==> src/rtl/bfm_pkg.sv <==
// ----------------------------------------------------------------------------
// bfm_pkg
// Shared types and constants of the battery fault monitor: register
// indexes, fault flag positions and stream widths.
// ----------------------------------------------------------------------------
package bfm_pkg;

    // debounce counter width
    localparam int CNT_W = 16;

    // fault flag vector
    localparam int FLAG_W      = 6;
    localparam int F_STALE     = 0;
    localparam int F_STALE_OFF = 1;
    localparam int F_OV        = 2;
    localparam int F_UV        = 3;
    localparam int F_OT        = 4;
    localparam int F_UT        = 5;

    // configuration port
    localparam int CFG_IDX_W  = 3;
    localparam int CFG_DATA_W = 32;

    typedef enum logic [CFG_IDX_W-1:0] {
        REG_MAX_AGE     = 3'd0,
        REG_MAX_AGE_OFF = 3'd1,
        REG_END_CHARGE  = 3'd2,
        REG_CUTOFF      = 3'd3,
        REG_R_INT_FULL  = 3'd4,
        REG_R_INT_EMPTY = 3'd5,
        REG_MAX_TEMP    = 3'd6,
        REG_MIN_TEMP    = 3'd7
    } t_cfg_reg;

    // stream widths: 137 payload bits padded to whole bytes
    localparam int S_TDATA_W = 144;
    localparam int M_TDATA_W = 8;

    // scale of the resistive drop: mA * mOhm / SCALE = mV
    localparam int SCALE = 1000;

endpackage

==> src/rtl/bfm_debounce.sv <==
// ----------------------------------------------------------------------------
// bfm_debounce
// Saturating debounce counter for one fault condition; reports whether the
// updated count exceeds the limit.
// ----------------------------------------------------------------------------
module bfm_debounce #(
    parameter int unsigned LIMIT = 10
) (
    input  logic i_clk,
    input  logic i_rst_n,
    input  logic i_clear,   // zero the count
    input  logic i_update,  // apply i_hit this cycle
    input  logic i_hit,     // condition present
    output logic o_trip     // count after this update is above the limit
);
    import bfm_pkg::*;

    localparam logic [CNT_W-1:0] LIMIT_C = CNT_W'(LIMIT);
    localparam logic [CNT_W-1:0] SAT_C   = CNT_W'(LIMIT + 1);

    logic [CNT_W-1:0] r_cnt;
    logic [CNT_W-1:0] n_cnt;

    always_comb begin
        if (!i_hit) begin
            n_cnt = '0;
        end else if (r_cnt < SAT_C) begin
            n_cnt = r_cnt + CNT_W'(1);
        end else begin
            n_cnt = r_cnt;
        end
    end

    assign o_trip = (n_cnt > LIMIT_C);

    always_ff @(posedge i_clk) begin
        if (!i_rst_n || i_clear) begin
            r_cnt <= '0;
        end else if (i_update) begin
            r_cnt <= n_cnt;
        end
    end

endmodule

==> src/rtl/battery_fault_monitor.sv <==
// ----------------------------------------------------------------------------
// battery_fault_monitor
// Debounced battery protection faults: stale data, compensated over- and
// under-voltage, over- and under-temperature.
// ----------------------------------------------------------------------------
// Each input transaction is a check tick (tuser = 0) or a clear (tuser = 1),
// and each produces exactly one output transaction carrying the six sticky
// fault flags after the update. The block runs a three-stage pipeline: an
// input register, a stage that forms the data age, the current-times-
// resistance products and the scaled voltage margins, and the result stage
// that finishes the compares, steps the four debounce counters and updates
// the fault flags. Throughput is one transaction per clock while
// m_axis_tready does not hold the output. Every stage collapses bubbles,
// so input is accepted while a finished result waits downstream, as long
// as an earlier stage is empty. Configuration is written through
// i_cfg_we / i_cfg_idx / i_cfg_data and must only be changed while the
// pipeline is empty.
// ----------------------------------------------------------------------------
module battery_fault_monitor #(
    parameter int unsigned ERROR_COUNT_LIMIT = 10
) (
    input  logic                              i_clk,
    input  logic                              i_rst_n,
    // configuration write port
    input  logic                              i_cfg_we,
    input  logic [bfm_pkg::CFG_IDX_W-1:0]     i_cfg_idx,
    input  logic [bfm_pkg::CFG_DATA_W-1:0]    i_cfg_data,
    // input stream
    input  logic                              s_axis_tvalid,
    output logic                              s_axis_tready,
    // tdata, low bit up: now_ms[31:0], oldest_stamp_ms[31:0], max_cell_mv[15:0],
    // min_cell_mv[15:0], current_ma[18:0], temp_a[10:0], temp_b[10:0], zero pad
    input  logic [bfm_pkg::S_TDATA_W-1:0]     s_axis_tdata,
    // tuser: op (0 check tick, 1 clear)
    input  logic                              s_axis_tuser,
    // output stream
    output logic                              m_axis_tvalid,
    input  logic                              m_axis_tready,
    // tdata, low bit up: stale_fault, stale_off_fault, over_voltage_fault,
    // under_voltage_fault, over_temp_fault, under_temp_fault, zero pad
    output logic [bfm_pkg::M_TDATA_W-1:0]     m_axis_tdata
);
    import bfm_pkg::*;

    // ------------------------------------------------------------------------
    // Configuration registers
    // ------------------------------------------------------------------------
    logic [31:0]        r_max_age;
    logic [31:0]        r_max_age_off;
    logic [15:0]        r_end_charge;
    logic [15:0]        r_cutoff;
    logic [9:0]         r_r_full;
    logic [9:0]         r_r_empty;
    logic signed [10:0] r_max_temp;
    logic signed [10:0] r_min_temp;

    always_ff @(posedge i_clk) begin
        if (!i_rst_n) begin
            r_max_age     <= 32'd1000;
            r_max_age_off <= 32'd5000;
            r_end_charge  <= 16'd4200;
            r_cutoff      <= 16'd3000;
            r_r_full      <= 10'd10;
            r_r_empty     <= 10'd10;
            r_max_temp    <= 11'sd60;
            r_min_temp    <= -11'sd20;
        end else if (i_cfg_we) begin
            // keep only the register's own width
            unique case (t_cfg_reg'(i_cfg_idx))
                REG_MAX_AGE:     r_max_age     <= i_cfg_data;
                REG_MAX_AGE_OFF: r_max_age_off <= i_cfg_data;
                REG_END_CHARGE:  r_end_charge  <= i_cfg_data[15:0];
                REG_CUTOFF:      r_cutoff      <= i_cfg_data[15:0];
                REG_R_INT_FULL:  r_r_full      <= i_cfg_data[9:0];
                REG_R_INT_EMPTY: r_r_empty     <= i_cfg_data[9:0];
                REG_MAX_TEMP:    r_max_temp    <= $signed(i_cfg_data[10:0]);
                REG_MIN_TEMP:    r_min_temp    <= $signed(i_cfg_data[10:0]);
                default: ;
            endcase
        end
    end

    // ------------------------------------------------------------------------
    // Pipeline flow control: each stage loads when it is empty or drains
    // ------------------------------------------------------------------------
    logic r_s1_valid;
    logic r_s2_valid;
    logic r_out_valid;
    logic en2;
    logic en3;
    logic load3;

    assign en3           = !r_out_valid || m_axis_tready;
    assign en2           = !r_s2_valid || en3;
    assign s_axis_tready = !r_s1_valid || en2;
    assign load3         = en3 && r_s2_valid;

    always_ff @(posedge i_clk) begin
        if (!i_rst_n) begin
            r_s1_valid  <= 1'b0;
            r_s2_valid  <= 1'b0;
            r_out_valid <= 1'b0;
        end else begin
            if (s_axis_tready) begin
                r_s1_valid <= s_axis_tvalid;
            end
            if (en2) begin
                r_s2_valid <= r_s1_valid;
            end
            if (en3) begin
                r_out_valid <= r_s2_valid;
            end
        end
    end

    // ------------------------------------------------------------------------
    // Stage 1: input register
    // ------------------------------------------------------------------------
    logic               r_s1_op;
    logic [31:0]        r_s1_now;
    logic [31:0]        r_s1_stamp;
    logic [15:0]        r_s1_vmax;
    logic [15:0]        r_s1_vmin;
    logic signed [18:0] r_s1_cur;
    logic signed [10:0] r_s1_ta;
    logic signed [10:0] r_s1_tb;

    always_ff @(posedge i_clk) begin
        if (s_axis_tready && s_axis_tvalid) begin
            r_s1_op    <= s_axis_tuser;
            r_s1_now   <= s_axis_tdata[31:0];
            r_s1_stamp <= s_axis_tdata[63:32];
            r_s1_vmax  <= s_axis_tdata[79:64];
            r_s1_vmin  <= s_axis_tdata[95:80];
            r_s1_cur   <= $signed(s_axis_tdata[114:96]);
            r_s1_ta    <= $signed(s_axis_tdata[125:115]);
            r_s1_tb    <= $signed(s_axis_tdata[136:126]);
        end
    end

    // ------------------------------------------------------------------------
    // Stage 2: data age, resistive drop products, scaled voltage margins.
    // With q = trunc(p / SCALE) and margin m, the test q < m becomes
    // p < SCALE*m for p >= 0 and p <= SCALE*m - SCALE for p < 0, so no
    // divider is needed.
    // ------------------------------------------------------------------------
    logic [31:0]        age;
    logic               n_stale;
    logic               n_stale_off;
    logic signed [16:0] d_ov;
    logic signed [16:0] d_uv;
    logic signed [28:0] n_p_full;
    logic signed [28:0] n_p_empty;
    logic signed [26:0] n_t_ov;
    logic signed [26:0] n_t_uv;
    logic               n_ot_hit;
    logic               n_ut_hit;

    assign age         = r_s1_now - r_s1_stamp;
    assign n_stale     = (age > r_max_age);
    assign n_stale_off = (age > r_max_age_off);

    // over-voltage: vmax - q > eoc  <=>  q < vmax - eoc
    // under-voltage: vmin + q < cutoff  <=>  q < cutoff - vmin
    assign d_ov = $signed({1'b0, r_s1_vmax}) - $signed({1'b0, r_end_charge});
    assign d_uv = $signed({1'b0, r_cutoff}) - $signed({1'b0, r_s1_vmin});

    assign n_p_full  = $signed({{10{r_s1_cur[18]}}, r_s1_cur}) * $signed({19'd0, r_r_full});
    assign n_p_empty = $signed({{10{r_s1_cur[18]}}, r_s1_cur}) * $signed({19'd0, r_r_empty});

    assign n_t_ov = $signed({{10{d_ov[16]}}, d_ov}) * 27'(SCALE);
    assign n_t_uv = $signed({{10{d_uv[16]}}, d_uv}) * 27'(SCALE);

    // both sensors must agree
    assign n_ot_hit = (r_s1_ta > r_max_temp) && (r_s1_tb > r_max_temp);
    assign n_ut_hit = (r_s1_ta < r_min_temp) && (r_s1_tb < r_min_temp);

    logic               r_s2_op;
    logic               r_s2_stale;
    logic               r_s2_stale_off;
    logic signed [28:0] r_s2_p_full;
    logic signed [28:0] r_s2_p_empty;
    logic signed [26:0] r_s2_t_ov;
    logic signed [26:0] r_s2_t_uv;
    logic               r_s2_ot_hit;
    logic               r_s2_ut_hit;

    always_ff @(posedge i_clk) begin
        if (en2 && r_s1_valid) begin
            r_s2_op        <= r_s1_op;
            r_s2_stale     <= n_stale;
            r_s2_stale_off <= n_stale_off;
            r_s2_p_full    <= n_p_full;
            r_s2_p_empty   <= n_p_empty;
            r_s2_t_ov      <= n_t_ov;
            r_s2_t_uv      <= n_t_uv;
            r_s2_ot_hit    <= n_ot_hit;
            r_s2_ut_hit    <= n_ut_hit;
        end
    end

    // ------------------------------------------------------------------------
    // Stage 3: finish the voltage compares, step the counters, update flags
    // ------------------------------------------------------------------------
    function automatic logic drop_below(input logic signed [28:0] p,
                                        input logic signed [26:0] t);
        logic signed [29:0] p_x;
        logic signed [29:0] t_x;
        p_x = {p[28], p};
        t_x = {{3{t[26]}}, t};
        if (p[28]) begin
            drop_below = (p_x + 30'(SCALE)) <= t_x;
        end else begin
            drop_below = p_x < t_x;
        end
    endfunction

    logic ov_hit;
    logic uv_hit;
    logic cnt_clear;
    logic cnt_update;
    logic ov_trip;
    logic uv_trip;
    logic ot_trip;
    logic ut_trip;

    assign ov_hit     = drop_below(r_s2_p_full, r_s2_t_ov);
    assign uv_hit     = drop_below(r_s2_p_empty, r_s2_t_uv);
    assign cnt_clear  = load3 && r_s2_op;
    // stale data leaves the counters alone
    assign cnt_update = load3 && !r_s2_op && !r_s2_stale;

    bfm_debounce #(.LIMIT(ERROR_COUNT_LIMIT)) u_ov_cnt (
        .i_clk    (i_clk),
        .i_rst_n  (i_rst_n),
        .i_clear  (cnt_clear),
        .i_update (cnt_update),
        .i_hit    (ov_hit),
        .o_trip   (ov_trip)
    );

    bfm_debounce #(.LIMIT(ERROR_COUNT_LIMIT)) u_uv_cnt (
        .i_clk    (i_clk),
        .i_rst_n  (i_rst_n),
        .i_clear  (cnt_clear),
        .i_update (cnt_update),
        .i_hit    (uv_hit),
        .o_trip   (uv_trip)
    );

    bfm_debounce #(.LIMIT(ERROR_COUNT_LIMIT)) u_ot_cnt (
        .i_clk    (i_clk),
        .i_rst_n  (i_rst_n),
        .i_clear  (cnt_clear),
        .i_update (cnt_update),
        .i_hit    (r_s2_ot_hit),
        .o_trip   (ot_trip)
    );

    bfm_debounce #(.LIMIT(ERROR_COUNT_LIMIT)) u_ut_cnt (
        .i_clk    (i_clk),
        .i_rst_n  (i_rst_n),
        .i_clear  (cnt_clear),
        .i_update (cnt_update),
        .i_hit    (r_s2_ut_hit),
        .o_trip   (ut_trip)
    );

    // sticky flags double as the result register: they change only when a
    // transaction enters the output stage
    logic [FLAG_W-1:0] r_flags;
    logic [FLAG_W-1:0] n_flags;
    logic [FLAG_W-1:0] set_mask;

    always_comb begin
        set_mask = '0;
        if (r_s2_stale) begin
            set_mask[F_STALE]     = 1'b1;
            set_mask[F_STALE_OFF] = r_s2_stale_off;
        end else begin
            set_mask[F_OV] = ov_trip;
            set_mask[F_UV] = uv_trip;
            set_mask[F_OT] = ot_trip;
            set_mask[F_UT] = ut_trip;
        end
        if (r_s2_op) begin
            n_flags = '0;
        end else begin
            n_flags = r_flags | set_mask;
        end
    end

    always_ff @(posedge i_clk) begin
        if (!i_rst_n) begin
            r_flags <= '0;
        end else if (load3) begin
            r_flags <= n_flags;
        end
    end

    assign m_axis_tvalid = r_out_valid;
    assign m_axis_tdata  = {(M_TDATA_W - FLAG_W)'(0), r_flags};

    // ------------------------------------------------------------------------
    // Assertions
    // ------------------------------------------------------------------------
    a_clear_zeroes: assert property (@(posedge i_clk) disable iff (!i_rst_n)
        (load3 && r_s2_op) |=> (r_flags == '0))
        else $error("clear did not zero the fault flags");

    a_stale_sets: assert property (@(posedge i_clk) disable iff (!i_rst_n)
        (load3 && !r_s2_op && r_s2_stale) |=> r_flags[F_STALE])
        else $error("stale transaction did not set the stale flag");

    a_off_implies_stale: assert property (@(posedge i_clk) disable iff (!i_rst_n)
        r_flags[F_STALE_OFF] |-> r_flags[F_STALE])
        else $error("off-state stale flag set without stale flag");

    a_flags_hold: assert property (@(posedge i_clk) disable iff (!i_rst_n)
        !load3 |=> $stable(r_flags))
        else $error("fault flags changed without a result load");

    a_out_hold: assert property (@(posedge i_clk) disable iff (!i_rst_n)
        (r_out_valid && !m_axis_tready) |=> (r_out_valid && $stable(r_flags)))
        else $error("pending result changed while stalled");

endmodule
==> config.mk <==
export PLATFORM = sky130hd
export DESIGN_NAME = battery_fault_monitor
export DESIGN_NICKNAME = d
export VERILOG_FILES = /design/src/rtl/bfm_pkg.sv /design/src/rtl/bfm_debounce.sv /design/src/rtl/battery_fault_monitor.sv
export SDC_FILE = /design/constraint.sdc
export NUM_CORES = 2
export LEC_CHECK = 0
export BUFFER_PORTS_ARGS = -buffer_cell sky130_fd_sc_hd__clkbuf_2
export CAP_MARGIN = 0
export CORE_MARGIN = 3
export CORE_UTILIZATION = 56
export CTS_BUF_LIST = sky130_fd_sc_hd__clkbuf_16
export DETAILED_ROUTE_END_ITERATION = 16
export PLACE_DENSITY = 0.74
export SLEW_MARGIN = 10
export SYNTH_ARGS = -nofsm -noshare
export SYNTH_HDL_FRONTEND = slang
export SYNTH_SLANG_ARGS = --single-unit
==> constraint.sdc <==
create_clock -name i_clk -period 14.7 [get_ports i_clk]
set_input_delay 2.94 -clock i_clk [delete_from_list [all_inputs] [get_ports i_clk]]
set_output_delay 2.94 -clock i_clk [all_outputs]
set_load 0.01 [all_outputs]
==> metrics.md <==
| Metric | Value |
|---|---|
| Largest net degree at the start of global routing | `88` |
| Lkg Pwr | `0.0221 uW` |
| DPL Wire Length | `73600 um` |
| Final period util | `50.0%` |
| Fmax | `136 MHz` |
| DR DRC count | `0` |
| Post-Syn Instances | `4582` |
| H-tree Lvls | `2` |
| WP depth | `25` |
| Critical path's slowest cell | `xnor2_1` |
| # setup viols final | `0` |
| Clock slew at reported path FFs | `0.06 ns` |
| R2r worst-path depth | `25` |
| Syn_area_per_cell | `9.57 um2` |
| Clock latency on the worst-skew pair | `0.64 ns` |
| Hold Fails Final Rpt | `0` |
| Via Count | `31400` |
| Num CTS Buffers | `55` |
| Worst Clk Skew | `0.0404 ns` |
| IO Port Bufs | `185` |
| Post-cts hold buffer count | `0` |
| Top cell by count, worst path | `fa_1` |
| Max IR drop VDD | `296 uV` |
| Root buffer cell | `clkbuf_16` |
| Synthesized area | `43800 um2` |
| Worst EP arrival | `7.71 ns` |
| Hold crit path type | `flop to flop` |
| Synth area leaders | `fa_1 (21%), edfxtp_1 (17%), ha_1 (15%), dfxtp_1 (9.6%), inv_1 (7.0%)` |
| Count of cell types in the netlist | `74` |
| Final setup TNS | `0 ns` |
| Layout Nets | `5888` |
| Max_cap viols | `0` |
| Worst-path maximum fanout | `6` |
| Routed len/inst | `16.4 um` |
| First-pass GRT wire length | `159000 um` |
| Number of synthesized flops with an enable pin | `249` |
| Layout cells sized above 1 | `6.96%` |
| Synthesis-to-layout area growth | `8.90%` |
| Worst Hold Depth | `0` |
| Critical path buffer and inverter count | `2` |
| Asr flop ratio synth | `0%` |
| Die X | `286 um` |
| Dpl cells | `5686` |
| PostCTS Resize Cnt | `0` |
| DRT iter0 DRCs | `1717` |
| Tot GR Track Use | `23.8%` |
| Yosys warnings | `0` |
| Die height | `286 um` |
| Io pins | `195` |
| Die ar. | `81700 um2` |
| Pwr per Cell Area | `200 nW/um2` |
| Final ANT Viol Nets | `0` |
| Vias/cell | `5.42` |
| Vias in the first global route | `32100` |
| Final Slew Violations | `0` |
| Grt total ovfl | `0` |
| Routability Congestion | `0.865` |
| Final min period | `7.35 ns` |
| Post-Route WL | `95000 um` |
| Finished Core Util | `62.2%` |
| Primary FF master, synth | `edfxtp_1` |
| Post-CTS Setup Bufs | `0` |
| #FFs+latches synth | `460` |
| CTS Sinks | `460` |
| Status | `complete, no violations` |
| Fin cells | `5796` |
| Slew Limit Headroom | `24.7%` |
| CTS Buffer Depth | `3` |
| Core box area | `76700 um2` |
| Synth area leader | `fa_1` |
| RSZ-0062 raised after global routing | `no` |
| Crit path max-delay family | `adder cells` |
| Share of the synthesized area in the top cell type | `21.0%` |
| Critical path class | `flop to flop` |
| Measured slew at the worst slew-check pin | `1.13 ns` |
| Sequential share of the synthesized area | `26.7%` |
| Initial core utilization | `57.1%` |
| Router iterations before antenna repair | `5` |
| Slowest stage delay, CP | `0.69 ns` |
| Critical Path RT | `15.07 ns` |
| CTS tree | `yes` |
| Row cnt | `101` |
| Crit end category | `flop` |
| Startpoint types | `flop` |
| Number of antenna violations at the first check in global routing | `11` |
## synthesized netlist by cell type (5+ instances only)
library cell	n
a211oi_1	19
ha_1	531
fa_1	459
o2111ai_1	8
nor2_1	156
o21bai_1	18
buf_4	11
nand2_1	518
a21o_1	86
o41ai_1	5
and2_1	257
o31a_1	8
a211o_1	7
xnor2_1	145
xor2_1	48
o21ai_0	106
o211ai_1	36
nand2b_1	27
inv_1	812
a21boi_0	109
nand3_1	76
and4_1	7
a221oi_1	6
a21oi_1	151
a31oi_1	21
nor2b_1	56
nor3_1	51
nand4_1	51
o21a_1	52
o31ai_1	10
and3_1	32
dfxtp_1	211
or2_2	6
edfxtp_1	249
clkbuf_1	125
or3_1	14
nor3b_1	8
nor4_1	19
## worst register-to-register path: cells and delay by family, from the launching register on
kind                       cells  cell delay [ns]
adders and majority gates      7             3.07
buffers and inverters          2             0.10
DFF                            1             0.37
AOI/OAI and AO/OA             12             2.41
and+or+nand+nor                2             0.33
xor gates and xnor gates       2             0.79
## state kept, by name, indices dropped and copies added (netlist names), 16 cells and up
name,cells
r_max_age,32
r_max_age_off,32
r_s1_now,32
r_s1_stamp,32
r_s2_p_empty,29
r_s2_p_full,29
r_s2_t_ov,24
r_s2_t_uv,24
r_s1_cur,19
r_cutoff,16
r_end_charge,16
r_s1_vmax,16
r_s1_vmin,16
u_ot_cnt.r_cnt,16
u_ov_cnt.r_cnt,16
u_ut_cnt.r_cnt,16
u_uv_cnt.r_cnt,16
## per-layer routing
metal  wire length, um  global-route usage (%)
met5                67                       0
met4              2870                    7.19
met3              6000                    4.12
met2             44300                    39.7
met1             41700                    32.0
## kinds of logic (layout without fill, tap and decap cells)
group	count (synthesis)	count (layout)	share of synthesized area (%)
fa+ha+maj	990	990	36.1
other cells	1	11	0.00856
compound gates	689	689	10.6
flops	460	460	26.7
simple gates	1290	1290	14.3
xor+xnor	193	193	3.86
mux	8	8	0.194
buf+inv	951	1125	8.24
## metrics by stage
step / worst slack [ns] / cell area, um2 / hold slack, ns / total power (uW)
final: 7.35 / 47700 / 0.422 / 9520
after global routing: 6.74 / 47700 / 0.427 / 10600
after CTS: 7.38 / 47700 / 0.423 / 9560
after detailed placement: 7.40 / 45700 / 0.409 / 8010
after global placement: 7.48 / 45700 / 0.411 / 7830
after floorplan: 2.89 / 43800 / 0.400 / 6840
## final cells by class
class | instances | area (um2)
Multi-Input combinational cell | 3174 | 28600
Fill cell | 6404 | 29000
Clock inverter | 46 | 573
Antenna cell | 7 | 17.5
Timing Repair Buffer | 210 | 1120
Tap cell | 1030 | 1290
Sequential cell | 460 | 11700
Inverter | 812 | 3050
Clock buffer | 57 | 1430
## worst paths after layout
check / slack, ns / end / start
setup / recovery: 7.35 / r_s2_t_uv[26] / r_s1_vmin[0]
hold / removal: 0.42 / r_s2_op / r_s1_op
setup reg to reg: 7.35 / r_s2_t_uv[26] / r_s1_vmin[0]
hold reg to reg: 0.42 / r_s2_op / r_s1_op
## cells in the final DEF (no fill, tap or decap), types with 108 or more instances in the layout
| cell | n |
|---|---|
| a21boi_0 | 108 |
| a21oi_1 | 151 |
| and2_1 | 257 |
| clkbuf_2 | 184 |
| dfxtp_1 | 211 |
| edfxtp_1 | 249 |
| fa_1 | 459 |
| ha_1 | 531 |
| inv_1 | 815 |
| nand2_1 | 518 |
| nor2_1 | 155 |
| xnor2_1 | 145 |
## power by group
part	switching, uW	internal [uW]
Clock	604	892
Sequential	122	1850
Combinational	3360	2700
Note: power is estimated with default switching activity, not from simulation.
